[config.mk]
export PLATFORM = sky130hd
export DESIGN_NAME = sortable_multi_column_key_encoder
export DESIGN_NICKNAME = d
export VERILOG_FILES = /design/src/rtl/smcke_pkg.sv /design/src/rtl/sortable_multi_column_key_encoder.sv /design/src/rtl/smcke_front.sv /design/src/rtl/smcke_queue.sv /design/src/rtl/smcke_back.sv
export SDC_FILE = /design/constraint.sdc
export NUM_CORES = 1
export LEC_CHECK = 0
export BUFFER_PORTS_ARGS = -buffer_cell sky130_fd_sc_hd__buf_4
export CORE_ASPECT_RATIO = 1.1
export CORE_UTILIZATION = 63
export DETAILED_ROUTE_END_ITERATION = 6
export HOLD_SLACK_MARGIN = 0.1
export PLACE_DENSITY = 0.8
export SYNTH_ARGS = -nofsm -noshare
export SYNTH_HDL_FRONTEND = slang
export SYNTH_SLANG_ARGS = --single-unit
export TNS_END_PERCENT = 20
[constraint.sdc]
create_clock -name clk -period 11.3 [get_ports clk]
set_input_delay 1.13 -clock clk [delete_from_list [all_inputs] [get_ports clk]]
set_output_delay 1.13 -clock clk [all_outputs]
set_load 0.02 [all_outputs]
[src/rtl/smcke_pkg.sv]
package smcke_pkg;

  localparam int NUM_DESC            = 4;
  localparam int MAX_PARTS           = 4;
  localparam int MAX_BUFFERED_BYTES  = 8;
  localparam int BLOB_LENGTH_BYTES   = 2;
  localparam int PART_SIZE_BITS      = 12;
  localparam int DESC_BITS           = 17;
  localparam int CFG_INDEX_BITS      = 3;
  localparam int PART_INDEX_BITS     = 3;
  localparam int DESC_SEL_BITS       = $clog2(NUM_DESC);
  localparam int BYTE_IN_PART_BITS   = PART_SIZE_BITS + 1;
  localparam int LENGTH_BITS         = 15;
  localparam int STATUS_BITS         = 2;
  localparam int LANE_BITS           = $clog2(MAX_BUFFERED_BYTES);
  localparam int COUNT_BITS          = $clog2(MAX_BUFFERED_BYTES + 1);
  localparam int QUEUE_DEPTH_DEFAULT = 4;

  typedef struct packed {
    logic [7:0] in_byte;
    logic       key_end;
  } in_item_t;

  typedef struct packed {
    logic [7:0]             out_byte;
    logic                   byte_valid;
    logic                   run_last;
    logic                   key_done;
    logic [LENGTH_BITS-1:0] encoded_length;
    logic [STATUS_BITS-1:0] status;
  } result_t;

  // At most one command per input beat: up to eight bytes read out from lane
  // start downward, then an optional closing beat.
  typedef struct packed {
    logic [MAX_BUFFERED_BYTES-1:0][7:0] lanes;
    logic [LANE_BITS-1:0]               start;
    logic [COUNT_BITS-1:0]              count;
    logic                               invert;
    logic                               flip_first;
    logic                               done;
    logic [LENGTH_BITS-1:0]             length;
    logic [STATUS_BITS-1:0]             status;
  } cmd_t;

endpackage

[src/rtl/sortable_multi_column_key_encoder.sv]
// Order-preserving key encoder: source key bytes are pushed one beat per
// cycle, with key_end on the last; results pop out one beat per cycle, each
// an encoded byte or the closing beat with encoded_length and status. The
// front takes a beat every cycle as long as its command queue (QUEUE_DEPTH
// entries) has room; the back drains one result per cycle, so a beat that
// completes an 8-byte number yields eight results plus one for the close,
// and a sustained input rate of one beat per cycle holds when results per
// beat average one. The user must configure parts through cfg_* only while
// the block is idle; the block does not enforce this. Writes are always
// ready. No clearing pass after reset.
module sortable_multi_column_key_encoder #(
  parameter int QUEUE_DEPTH = smcke_pkg::QUEUE_DEPTH_DEFAULT
) (
  input  logic                                 clk,
  input  logic                                 rst,
  input  logic                                 cfg_valid,
  output logic                                 cfg_ready,
  input  logic [smcke_pkg::CFG_INDEX_BITS-1:0] cfg_index,
  input  logic [smcke_pkg::DESC_BITS-1:0]      cfg_data,
  input  logic                                 push,
  output logic                                 full,
  input  smcke_pkg::in_item_t                  item,
  output logic                                 empty,
  input  logic                                 pop,
  output smcke_pkg::result_t                   result
);
  import smcke_pkg::*;

  cmd_t q_in, q_out;
  logic q_push, q_pop, q_full, q_empty;

  assign full = q_full;

  smcke_front u_front (
    .clk       (clk),
    .rst       (rst),
    .cfg_valid (cfg_valid),
    .cfg_ready (cfg_ready),
    .cfg_index (cfg_index),
    .cfg_data  (cfg_data),
    .push      (push),
    .full      (q_full),
    .item      (item),
    .q_push    (q_push),
    .q_cmd     (q_in)
  );

  smcke_queue #(.DEPTH(QUEUE_DEPTH)) u_queue (
    .clk   (clk),
    .rst   (rst),
    .push  (q_push),
    .din   (q_in),
    .full  (q_full),
    .pop   (q_pop),
    .dout  (q_out),
    .empty (q_empty)
  );

  smcke_back u_back (
    .clk     (clk),
    .rst     (rst),
    .head    (q_out),
    .q_empty (q_empty),
    .q_pop   (q_pop),
    .pop     (pop),
    .empty   (empty),
    .result  (result)
  );

endmodule

[src/rtl/smcke_front.sv]
module smcke_front (
  input  logic                                clk,
  input  logic                                rst,
  input  logic                                cfg_valid,
  output logic                                cfg_ready,
  input  logic [smcke_pkg::CFG_INDEX_BITS-1:0] cfg_index,
  input  logic [smcke_pkg::DESC_BITS-1:0]      cfg_data,
  input  logic                                push,
  input  logic                                full,
  input  smcke_pkg::in_item_t                 item,
  output logic                                q_push,
  output smcke_pkg::cmd_t                     q_cmd
);
  import smcke_pkg::*;

  localparam logic [2:0] T_LONGLONG = 3'd1;
  localparam logic [2:0] T_NUMBER   = 3'd2;
  localparam logic [2:0] T_FLOAT    = 3'd3;
  localparam logic [2:0] T_DOUBLE   = 3'd4;
  localparam logic [2:0] T_SEQUENCE = 3'd5;
  localparam logic [2:0] T_REVERSE  = 3'd6;
  localparam logic [2:0] T_BLOB     = 3'd7;

  localparam logic [STATUS_BITS-1:0] ST_OK          = 2'd0;
  localparam logic [STATUS_BITS-1:0] ST_UNSUPPORTED = 2'd1;
  localparam logic [STATUS_BITS-1:0] ST_TRUNCATED   = 2'd2;

  localparam logic [CFG_INDEX_BITS-1:0] CFG_NUM_PARTS = 3'd0;
  localparam logic [CFG_INDEX_BITS-1:0] CFG_PART0     = 3'd1;

  localparam int PI = PART_INDEX_BITS;
  localparam int KB = BYTE_IN_PART_BITS;

  function automatic logic desc_ok(input logic [DESC_BITS-1:0] d);
    logic [PART_SIZE_BITS-1:0] s;
    logic                      r;
    s = d[DESC_BITS-1:5];
    unique case (d[2:0])
      T_LONGLONG: r = (s == PART_SIZE_BITS'(3)) || (s == PART_SIZE_BITS'(8));
      T_NUMBER:   r = (s != '0) && (s <= PART_SIZE_BITS'(MAX_BUFFERED_BYTES));
      T_FLOAT:    r = (s == PART_SIZE_BITS'(4));
      T_DOUBLE:   r = (s == PART_SIZE_BITS'(8));
      T_SEQUENCE: r = 1'b1;
      T_REVERSE:  r = (s <= PART_SIZE_BITS'(MAX_BUFFERED_BYTES));
      T_BLOB:     r = 1'b1;
      default:    r = 1'b0;
    endcase
    return r;
  endfunction

  function automatic logic null_of(input logic [NUM_DESC-1:0] nv, input logic [PI-1:0] idx);
    logic r;
    r = 1'b0;
    if (idx < PI'(NUM_DESC)) r = nv[idx[DESC_SEL_BITS-1:0]];
    return r;
  endfunction

  logic [PI-1:0]          num_parts;
  logic [DESC_BITS-1:0]   part_desc [NUM_DESC];
  logic [PI-1:0]          part_index, part_index_next;
  logic [KB-1:0]          byte_in_part, byte_in_part_next;
  logic                   null_pending, null_pending_next;
  logic [7:0]             value_buffer [MAX_BUFFERED_BYTES];
  logic [7:0]             blob_length_hold [BLOB_LENGTH_BYTES];
  logic [LENGTH_BITS-1:0] length_count, length_count_next;
  logic [STATUS_BITS-1:0] error_status, error_status_next;

  logic [PI-1:0]            lim;
  logic [NUM_DESC-1:0]      ok, nul, skip;
  logic [KB-1:0]            total [NUM_DESC];
  logic                     found;
  logic [DESC_SEL_BITS-1:0] tgt;
  logic [PI-1:0]            tgt_idx;
  logic [DESC_BITS-1:0]     d;
  logic [2:0]               d_type;
  logic [KB-1:0]            kt, k1;
  logic                     npt, fl;
  logic                     accept;
  logic                     buf_we, hold_we;
  logic [STATUS_BITS-1:0]   st;
  logic [7:0]               b;
  logic [DESC_SEL_BITS-1:0] cfg_sel;
  cmd_t                     cmd;

  assign cfg_ready = 1'b1;
  assign accept    = push && !full;
  assign b         = item.in_byte;
  assign cfg_sel   = DESC_SEL_BITS'(cfg_index - CFG_PART0);

  always_comb begin
    lim = num_parts;
    if (lim > PI'(MAX_PARTS)) lim = PI'(MAX_PARTS);
    if (lim > PI'(NUM_DESC)) lim = PI'(NUM_DESC);
  end

  always_comb begin
    for (int i = 0; i < NUM_DESC; i++) begin
      ok[i]    = desc_ok(part_desc[i]);
      nul[i]   = part_desc[i][3];
      total[i] = KB'(part_desc[i][DESC_BITS-1:5]) +
                 ((part_desc[i][2:0] == T_BLOB) ? KB'(BLOB_LENGTH_BYTES) : KB'(0));
      if (PI'(i) == part_index)
        skip[i] = !null_pending && ok[i] && (byte_in_part >= total[i]);
      else
        skip[i] = !nul[i] && ok[i] && (total[i] == '0);
    end
  end

  // first part at or after the current one that does something with this beat
  always_comb begin
    found = 1'b0;
    tgt   = '0;
    for (int i = 0; i < NUM_DESC; i++) begin
      if (!found && PI'(i) >= part_index && PI'(i) < lim && !skip[i]) begin
        found = 1'b1;
        tgt   = DESC_SEL_BITS'(i);
      end
    end
  end

  always_comb begin
    tgt_idx           = PI'(tgt);
    d                 = part_desc[tgt];
    d_type            = d[2:0];
    fl                = (d_type == T_FLOAT) || (d_type == T_DOUBLE);
    kt                = (tgt_idx == part_index) ? byte_in_part : '0;
    npt               = (tgt_idx == part_index) ? null_pending : nul[tgt];
    k1                = kt + 1'b1;
    part_index_next   = part_index;
    byte_in_part_next = byte_in_part;
    null_pending_next = null_pending;
    error_status_next = error_status;
    buf_we            = 1'b0;
    hold_we           = 1'b0;
    cmd               = '0;
    st                = ST_OK;
    if (error_status == ST_OK && part_index < lim) begin
      if (!found) begin
        part_index_next   = lim;
        byte_in_part_next = '0;
        null_pending_next = null_of(nul, lim);
      end else if (npt) begin
        // null indicator goes out as 0x00
        cmd.count         = COUNT_BITS'(1);
        null_pending_next = 1'b0;
        part_index_next   = tgt_idx;
        byte_in_part_next = kt;
        if (!ok[tgt]) begin
          error_status_next = ST_UNSUPPORTED;
        end else if (total[tgt] == '0) begin
          part_index_next   = tgt_idx + 1'b1;
          byte_in_part_next = '0;
          null_pending_next = null_of(nul, tgt_idx + 1'b1);
        end
      end else if (!ok[tgt]) begin
        error_status_next = ST_UNSUPPORTED;
        part_index_next   = tgt_idx;
        byte_in_part_next = kt;
        null_pending_next = 1'b0;
      end else begin
        unique case (d_type)
          T_SEQUENCE: begin
            cmd.lanes[0] = b;
            cmd.count    = COUNT_BITS'(1);
          end
          T_BLOB: begin
            if (kt < KB'(BLOB_LENGTH_BYTES)) begin
              hold_we = 1'b1;
            end else begin
              cmd.lanes[0] = b;
              cmd.count    = COUNT_BITS'(1);
            end
          end
          default: buf_we = 1'b1;
        endcase
        if (k1 >= total[tgt]) begin
          if (d_type == T_BLOB) begin
            if (kt < KB'(BLOB_LENGTH_BYTES)) begin
              // empty blob: this beat is the second length byte
              cmd.lanes[1] = blob_length_hold[0];
              cmd.lanes[0] = b;
              cmd.start    = LANE_BITS'(1);
              cmd.count    = COUNT_BITS'(2);
            end else begin
              cmd.lanes[2] = b;
              cmd.lanes[1] = blob_length_hold[0];
              cmd.lanes[0] = blob_length_hold[1];
              cmd.start    = LANE_BITS'(2);
              cmd.count    = COUNT_BITS'(3);
            end
          end else if (d_type != T_SEQUENCE) begin
            for (int j = 0; j < MAX_BUFFERED_BYTES; j++)
              cmd.lanes[j] = (LANE_BITS'(j) == kt[LANE_BITS-1:0]) ? b : value_buffer[j];
            cmd.start      = kt[LANE_BITS-1:0];
            cmd.count      = COUNT_BITS'(kt[LANE_BITS-1:0]) + 1'b1;
            // this beat is the most significant byte, so it carries the sign
            cmd.invert     = fl && b[7];
            cmd.flip_first = (fl && !b[7]) || (d_type == T_LONGLONG) ||
                             ((d_type == T_NUMBER) && d[4]);
          end
          part_index_next   = tgt_idx + 1'b1;
          byte_in_part_next = '0;
          null_pending_next = null_of(nul, tgt_idx + 1'b1);
        end else begin
          part_index_next   = tgt_idx;
          byte_in_part_next = k1;
          null_pending_next = 1'b0;
        end
      end
    end
    length_count_next = length_count + LENGTH_BITS'(cmd.count);
    if (item.key_end) begin
      st = error_status_next;
      if (st == ST_OK && part_index_next < lim &&
          (byte_in_part_next != '0 ||
           null_pending_next != null_of(nul, part_index_next)))
        st = ST_TRUNCATED;
      cmd.done   = 1'b1;
      cmd.length = length_count_next;
      cmd.status = st;
    end
  end

  assign q_push = accept && (cmd.count != '0 || item.key_end);
  assign q_cmd  = cmd;

  always_ff @(posedge clk) begin
    if (rst) begin
      num_parts <= '0;
      for (int i = 0; i < NUM_DESC; i++) part_desc[i] <= '0;
    end else if (cfg_valid) begin
      if (cfg_index == CFG_NUM_PARTS) begin
        num_parts <= cfg_data[PI-1:0];
      end else if (cfg_index >= CFG_PART0 &&
                   cfg_index <= CFG_INDEX_BITS'(NUM_DESC)) begin
        part_desc[cfg_sel] <= cfg_data;
      end
    end
  end

  always_ff @(posedge clk) begin
    if (rst) begin
      part_index   <= '0;
      byte_in_part <= '0;
      null_pending <= 1'b0;
      length_count <= '0;
      error_status <= ST_OK;
    end else if (accept) begin
      if (item.key_end) begin
        part_index   <= '0;
        byte_in_part <= '0;
        null_pending <= nul[0];
        length_count <= '0;
        error_status <= ST_OK;
      end else begin
        part_index   <= part_index_next;
        byte_in_part <= byte_in_part_next;
        null_pending <= null_pending_next;
        length_count <= length_count_next;
        error_status <= error_status_next;
      end
    end else if (cfg_valid && cfg_index >= CFG_PART0 &&
                 cfg_index <= CFG_INDEX_BITS'(NUM_DESC)) begin
      // a rewritten descriptor of a part not yet started picks up its null flag
      if (PI'(cfg_sel) == part_index && byte_in_part == '0 &&
          null_pending == part_desc[cfg_sel][3])
        null_pending <= cfg_data[3];
    end
  end

  always_ff @(posedge clk) begin
    if (accept && buf_we) value_buffer[kt[LANE_BITS-1:0]] <= b;
    if (accept && hold_we) blob_length_hold[kt[0]] <= b;
  end

  a_key_end_clears: assert property (@(posedge clk) disable iff (rst)
    (accept && item.key_end) |=>
      (part_index == '0 && length_count == '0 && error_status == ST_OK))
    else $error("key state not cleared after key end");

endmodule

[src/rtl/smcke_queue.sv]
module smcke_queue #(
  parameter int DEPTH = smcke_pkg::QUEUE_DEPTH_DEFAULT
) (
  input  logic            clk,
  input  logic            rst,
  input  logic            push,
  input  smcke_pkg::cmd_t din,
  output logic            full,
  input  logic            pop,
  output smcke_pkg::cmd_t dout,
  output logic            empty
);
  import smcke_pkg::*;

  localparam int PTR_BITS = (DEPTH > 1) ? $clog2(DEPTH) : 1;
  localparam int CNT_BITS = $clog2(DEPTH + 1);

  cmd_t                mem [DEPTH];
  logic [PTR_BITS-1:0] wr_ptr, rd_ptr;
  logic [CNT_BITS-1:0] count;
  logic                do_push, do_pop;

  assign full    = (count == CNT_BITS'(DEPTH));
  assign empty   = (count == '0);
  assign do_push = push && !full;
  assign do_pop  = pop && !empty;
  assign dout    = mem[rd_ptr];

  always_ff @(posedge clk) begin
    if (rst) begin
      wr_ptr <= '0;
      rd_ptr <= '0;
      count  <= '0;
    end else begin
      if (do_push)
        wr_ptr <= (wr_ptr == PTR_BITS'(DEPTH - 1)) ? '0 : wr_ptr + 1'b1;
      if (do_pop)
        rd_ptr <= (rd_ptr == PTR_BITS'(DEPTH - 1)) ? '0 : rd_ptr + 1'b1;
      if (do_push && !do_pop) count <= count + 1'b1;
      else if (do_pop && !do_push) count <= count - 1'b1;
    end
  end

  always_ff @(posedge clk) begin
    if (do_push) mem[wr_ptr] <= din;
  end

  a_no_push_full: assert property (@(posedge clk) disable iff (rst) push |-> !full)
    else $error("command pushed into full queue");

  a_no_pop_empty: assert property (@(posedge clk) disable iff (rst) pop |-> !empty)
    else $error("command popped from empty queue");

  a_count_up: assert property (@(posedge clk) disable iff (rst)
    (push && !full && !pop) |=> (count == $past(count) + 1'b1))
    else $error("queue count lost a push");

endmodule

[src/rtl/smcke_back.sv]
module smcke_back (
  input  logic               clk,
  input  logic               rst,
  input  smcke_pkg::cmd_t    head,
  input  logic               q_empty,
  output logic               q_pop,
  input  logic               pop,
  output logic               empty,
  output smcke_pkg::result_t result
);
  import smcke_pkg::*;

  logic [COUNT_BITS-1:0] j;
  logic [LANE_BITS-1:0]  lane;
  logic [7:0]            v;
  logic                  at_done, last, take;

  assign empty = q_empty;
  assign take  = pop && !q_empty;
  assign q_pop = take && last;

  always_comb begin
    lane    = head.start - j[LANE_BITS-1:0];
    v       = head.lanes[lane];
    if (head.invert) v = ~v;
    else if (j == '0 && head.flip_first) v = v ^ 8'h80;
    at_done = (j == head.count);
    last    = at_done || ((j + 1'b1) == head.count && !head.done);
    result          = '0;
    result.run_last = last;
    if (at_done) begin
      result.key_done       = 1'b1;
      result.encoded_length = head.length;
      result.status         = head.status;
    end else begin
      result.out_byte   = v;
      result.byte_valid = 1'b1;
    end
  end

  always_ff @(posedge clk) begin
    if (rst) begin
      j <= '0;
    end else if (take) begin
      j <= last ? '0 : j + 1'b1;
    end
  end

  a_index_in_range: assert property (@(posedge clk) disable iff (rst)
    !q_empty |-> (j < head.count || (j == head.count && head.done)))
    else $error("byte index ran past its command");

endmodule

==> results.py <==
metrics = {
    "outcome": {
        "outcome": "completed",
    },
    "logic_synthesis": {
        "synth_ff_type": "edfxtp_1",
        "synth_seq_area_share_pct": 57.3,
        "synth_top_family_by_area": "simple AND/OR/NAND/NOR gates",
        "yosys_register_bits": 562,
        "synth-edff-count": 512,
        "synthCells": 2168,
        "synth-xor-area-share_pct": 2.59,
        "synth_compound_area_share_pct": 9.84,
        "synth_simple_gate_area_share_pct": 12.4,
        "synthMuxAreaShare_pct": 10.5,
        "yosys_warnings": 0,
        "synth_fp_nets": 2303,
        "synth_adder_area_share_pct": 4.50,
        "syn_avg_cell_area_sq_um": 13.2,
        "async_flop_share_pct": 0,
        "ys_types": 121,
        "netlist_area_sq_um": 28600,
    },
    "global_routing": {
        "grt_max_degree": 56,
        "overflow": 0,
        "grt_pass1_vias": 19300,
        "grt_usage_pct": 35.1,
        "antenna_found_initial": 0,
        "grt_pass1_wl_mm": 118,
    },
    "timing": {
        "setup_violations": 0,
        "slew_headroom_pct": 11.9,
        "fin_crit_ns": 10.42,
        "holdWs_ns": 0.484,
        "worst_slack_ns": 0.880,
        "worst_pin_slew_ns": 1.32,
        "skew_ns": 0.0248,
        "period_share_pct": 92.2,
        "slew_violations": 0,
        "fmax_mhz": 96.0,
        "hold_viol": 0,
        "rsz0062_at_grt": "no",
        "fin_setup_tns_ns": 0,
    },
    "worst_setup_path": {
        "crit_family": "simple AND/OR/NAND/NOR gates",
        "worstSetupEndpointType": "register",
        "worstSetupPathType": "register to register",
        "cp.required_ns": 11.83,
        "slowest_delay_ns": 0.49,
        "worstSetupStartpointType": "register",
        "slowest_stage": "edfxtp_1",
        "crit_arrival_ns": 10.95,
        "cp_max_fo": 7,
        "worst-path-buf-inv": 1,
    },
    "cts": {
        "cts_buffers": 53,
        "cts.clk_slew.worst_paths_ns": 0.06,
        "clk_path_buf_depth": 3,
        "cts_root_buf": "clkbuf_16",
        "postCtsSetupBuffers": 0,
        "cts_sinks": 562,
        "cts_tree": "yes",
        "ctsResizeCount": 0,
        "insertion_delay_ns": 0.62,
        "h-tree-depth": 2,
        "postCtsHoldBufs": 0,
    },
    "place": {
        "portBuffers": 63,
        "gp_congestion": 1.04,
        "dp_slack_ns": 1.11,
        "place_area_sq_um": 29700,
        "hpwlAfterDp_mm": 53.7,
        "placedCellCount": 2737,
    },
    "job": {
        "max_cap_viol_count": 0,
    },
    "drt": {
        "drt_iter0_markers": 1977,
        "vias_per_cell": 6.85,
        "antenna_left": 0,
        "num_vias": 19400,
        "dr.pass1.iters": 6,
        "drc": 0,
        "totalWireLength_mm": 80.2,
        "avgRoutedWirePerCell_um": 28.3,
    },
    "final_layout": {
        "drive_gt1_share_pct": 16.7,
        "multi_input_area_sq_um": 11500,
        "fillers": 2934,
        "antenna_cells": 0,
        "seqCellArea_sq_um": 16400,
        "layout.nets": 2346,
        "layout_common_cells": "512 x edfxtp_1, 166 x nor2_1, 126 x nand2_1",
        "areaGrowthSynthToFinish_pct": 10.4,
        "fin_cells": 2835,
        "final_common_cell": "edfxtp_1",
        "stdcell_area_sq_um": 31600,
    },
    "pwr": {
        "seqPwrFrac_pct": 47.9,
        "ir_drop_mv": 0.135,
        "leakagePower_uw": 0.0112,
        "power_frac_comb_pct": 12.7,
        "swShare_pct": 24.8,
        "powerDensity_nw_per_um2": 156,
        "pwr-share-clk_pct": 39.4,
        "p_switching_uw": 1220,
        "internal-power_uw": 3700,
    },
    "floorplan": {
        "io_pins": 65,
        "fp-row-count": 81,
        "die_y_um": 225,
        "die_w_um": 205,
        "core_area_sq_um": 44600,
        "dieArea_sq_um": 46300,
        "start_util_pct": 64.1,
    },
    "worst_hold_path": {
        "hp-class": "register to register",
    },
}
## state kept, by name (all words and copies together) (netlist names), 3 cells and up, named ones only
register and flops:
u_queue.mem 364, u_front.part_desc 68, u_front.value_buffer 64, u_front.blob_length_hold 16
u_front.length_count 15, u_front.byte_in_part 13, u_back.j 4, u_front.num_parts 3
u_front.part_index 3, u_queue.count 3
## worst register-to-register path, delay by kind of cell, from the launching register on
| kind | cells | cell delay (ns) |
|---|---|---|
| AND/OR/NAND/NOR | 18 | 3.74 |
| XOR/XNOR | 1 | 0.13 |
| flip-flops | 1 | 0.49 |
| adder cells (fa/ha/maj) | 7 | 2.21 |
| buffers and inverters | 1 | 0.27 |
| AO/OA/AOI/OAI | 14 | 2.82 |
| multiplexers | 2 | 0.69 |
## area by class of cell
cell class / instances / area share, %
clock buffer: 57 / 4.31
clock inverter: 41 / 1.72
inverter: 68 / 0.808
multi-input combinational: 1421 / 36.3
sequential: 562 / 51.9
tap: 581 / 2.30
timing repair buffer: 105 / 2.65
## per-layer routing
layer  routed length [um]  GRT usage, %  up-vias  share of wire [%]
li1                     -             -     8456                  -
met1                29200          42.6     9590                 36
met2                39800          59.1     1096                 50
met3                 6050          5.83      281                7.5
met4                 5050          20.6        0                6.3
met5                    0             0        -                  0
## power groups by stage
stage,combinational (uW),sequential (uW),clock [uW]
2_1_floorplan,415,2380,0
3_3_place_gp,601,2390,0
3_5_place_dp,610,2400,0
4_1_cts,617,2350,1950
5_1_grt,662,2360,2030
6_report,624,2360,1940
## final timing paths
kind | startpoint | end | slack, ns | cells after the start
worst max-delay path | u_front.part_desc[1][1] | u_front.length_count[14] | 0.88 | 43
worst min-delay path | u_front.length_count[0] | u_front.length_count[0] | 0.48 | 2
worst max register to register | u_front.part_desc[1][1] | u_front.length_count[14] | 0.88 | 43
worst min register to register | u_front.length_count[0] | u_front.length_count[0] | 0.48 | 2
## per-stage QoR
stage / util, % / total power [uW]
floorplan: - / 2790
global placement: 66.6 / 2990
detailed placement: 66.6 / 3010
CTS: 70.8 / 4930
global route: 70.8 / 5050
finish: 70.8 / 4920
## synth_stat cells (21+ instances only)
cell type	number	area share [%]
mux2i_1	50	1.7
nand3_1	61	1.1
and3_1	40	0.87
mux4_2	110	8.7
xor2_1	32	0.98
dfxtp_1	50	3.5
inv_1	66	0.87
and2_1	117	2.6
nor3_1	32	0.56
nor4_1	25	0.55
edfxtp_1	512	54
a21oi_1	95	1.7
o21ai_0	75	1.3
nand2_1	127	1.7
ha_1	98	4.3
xnor2_1	50	1.5
a22oi_1	26	0.68
nand4_1	21	0.46
clkbuf_1	78	1.0
nor2_1	166	2.2
## kinds of logic after synthesis
group | after synthesis
mux | 163
simple gates | 677
compound gates | 396
buf+inv | 185
fa+ha+maj | 101
xor+xnor | 83
flops | 562
other cells | 1
Note: power is estimated with default switching activity, not from simulation.
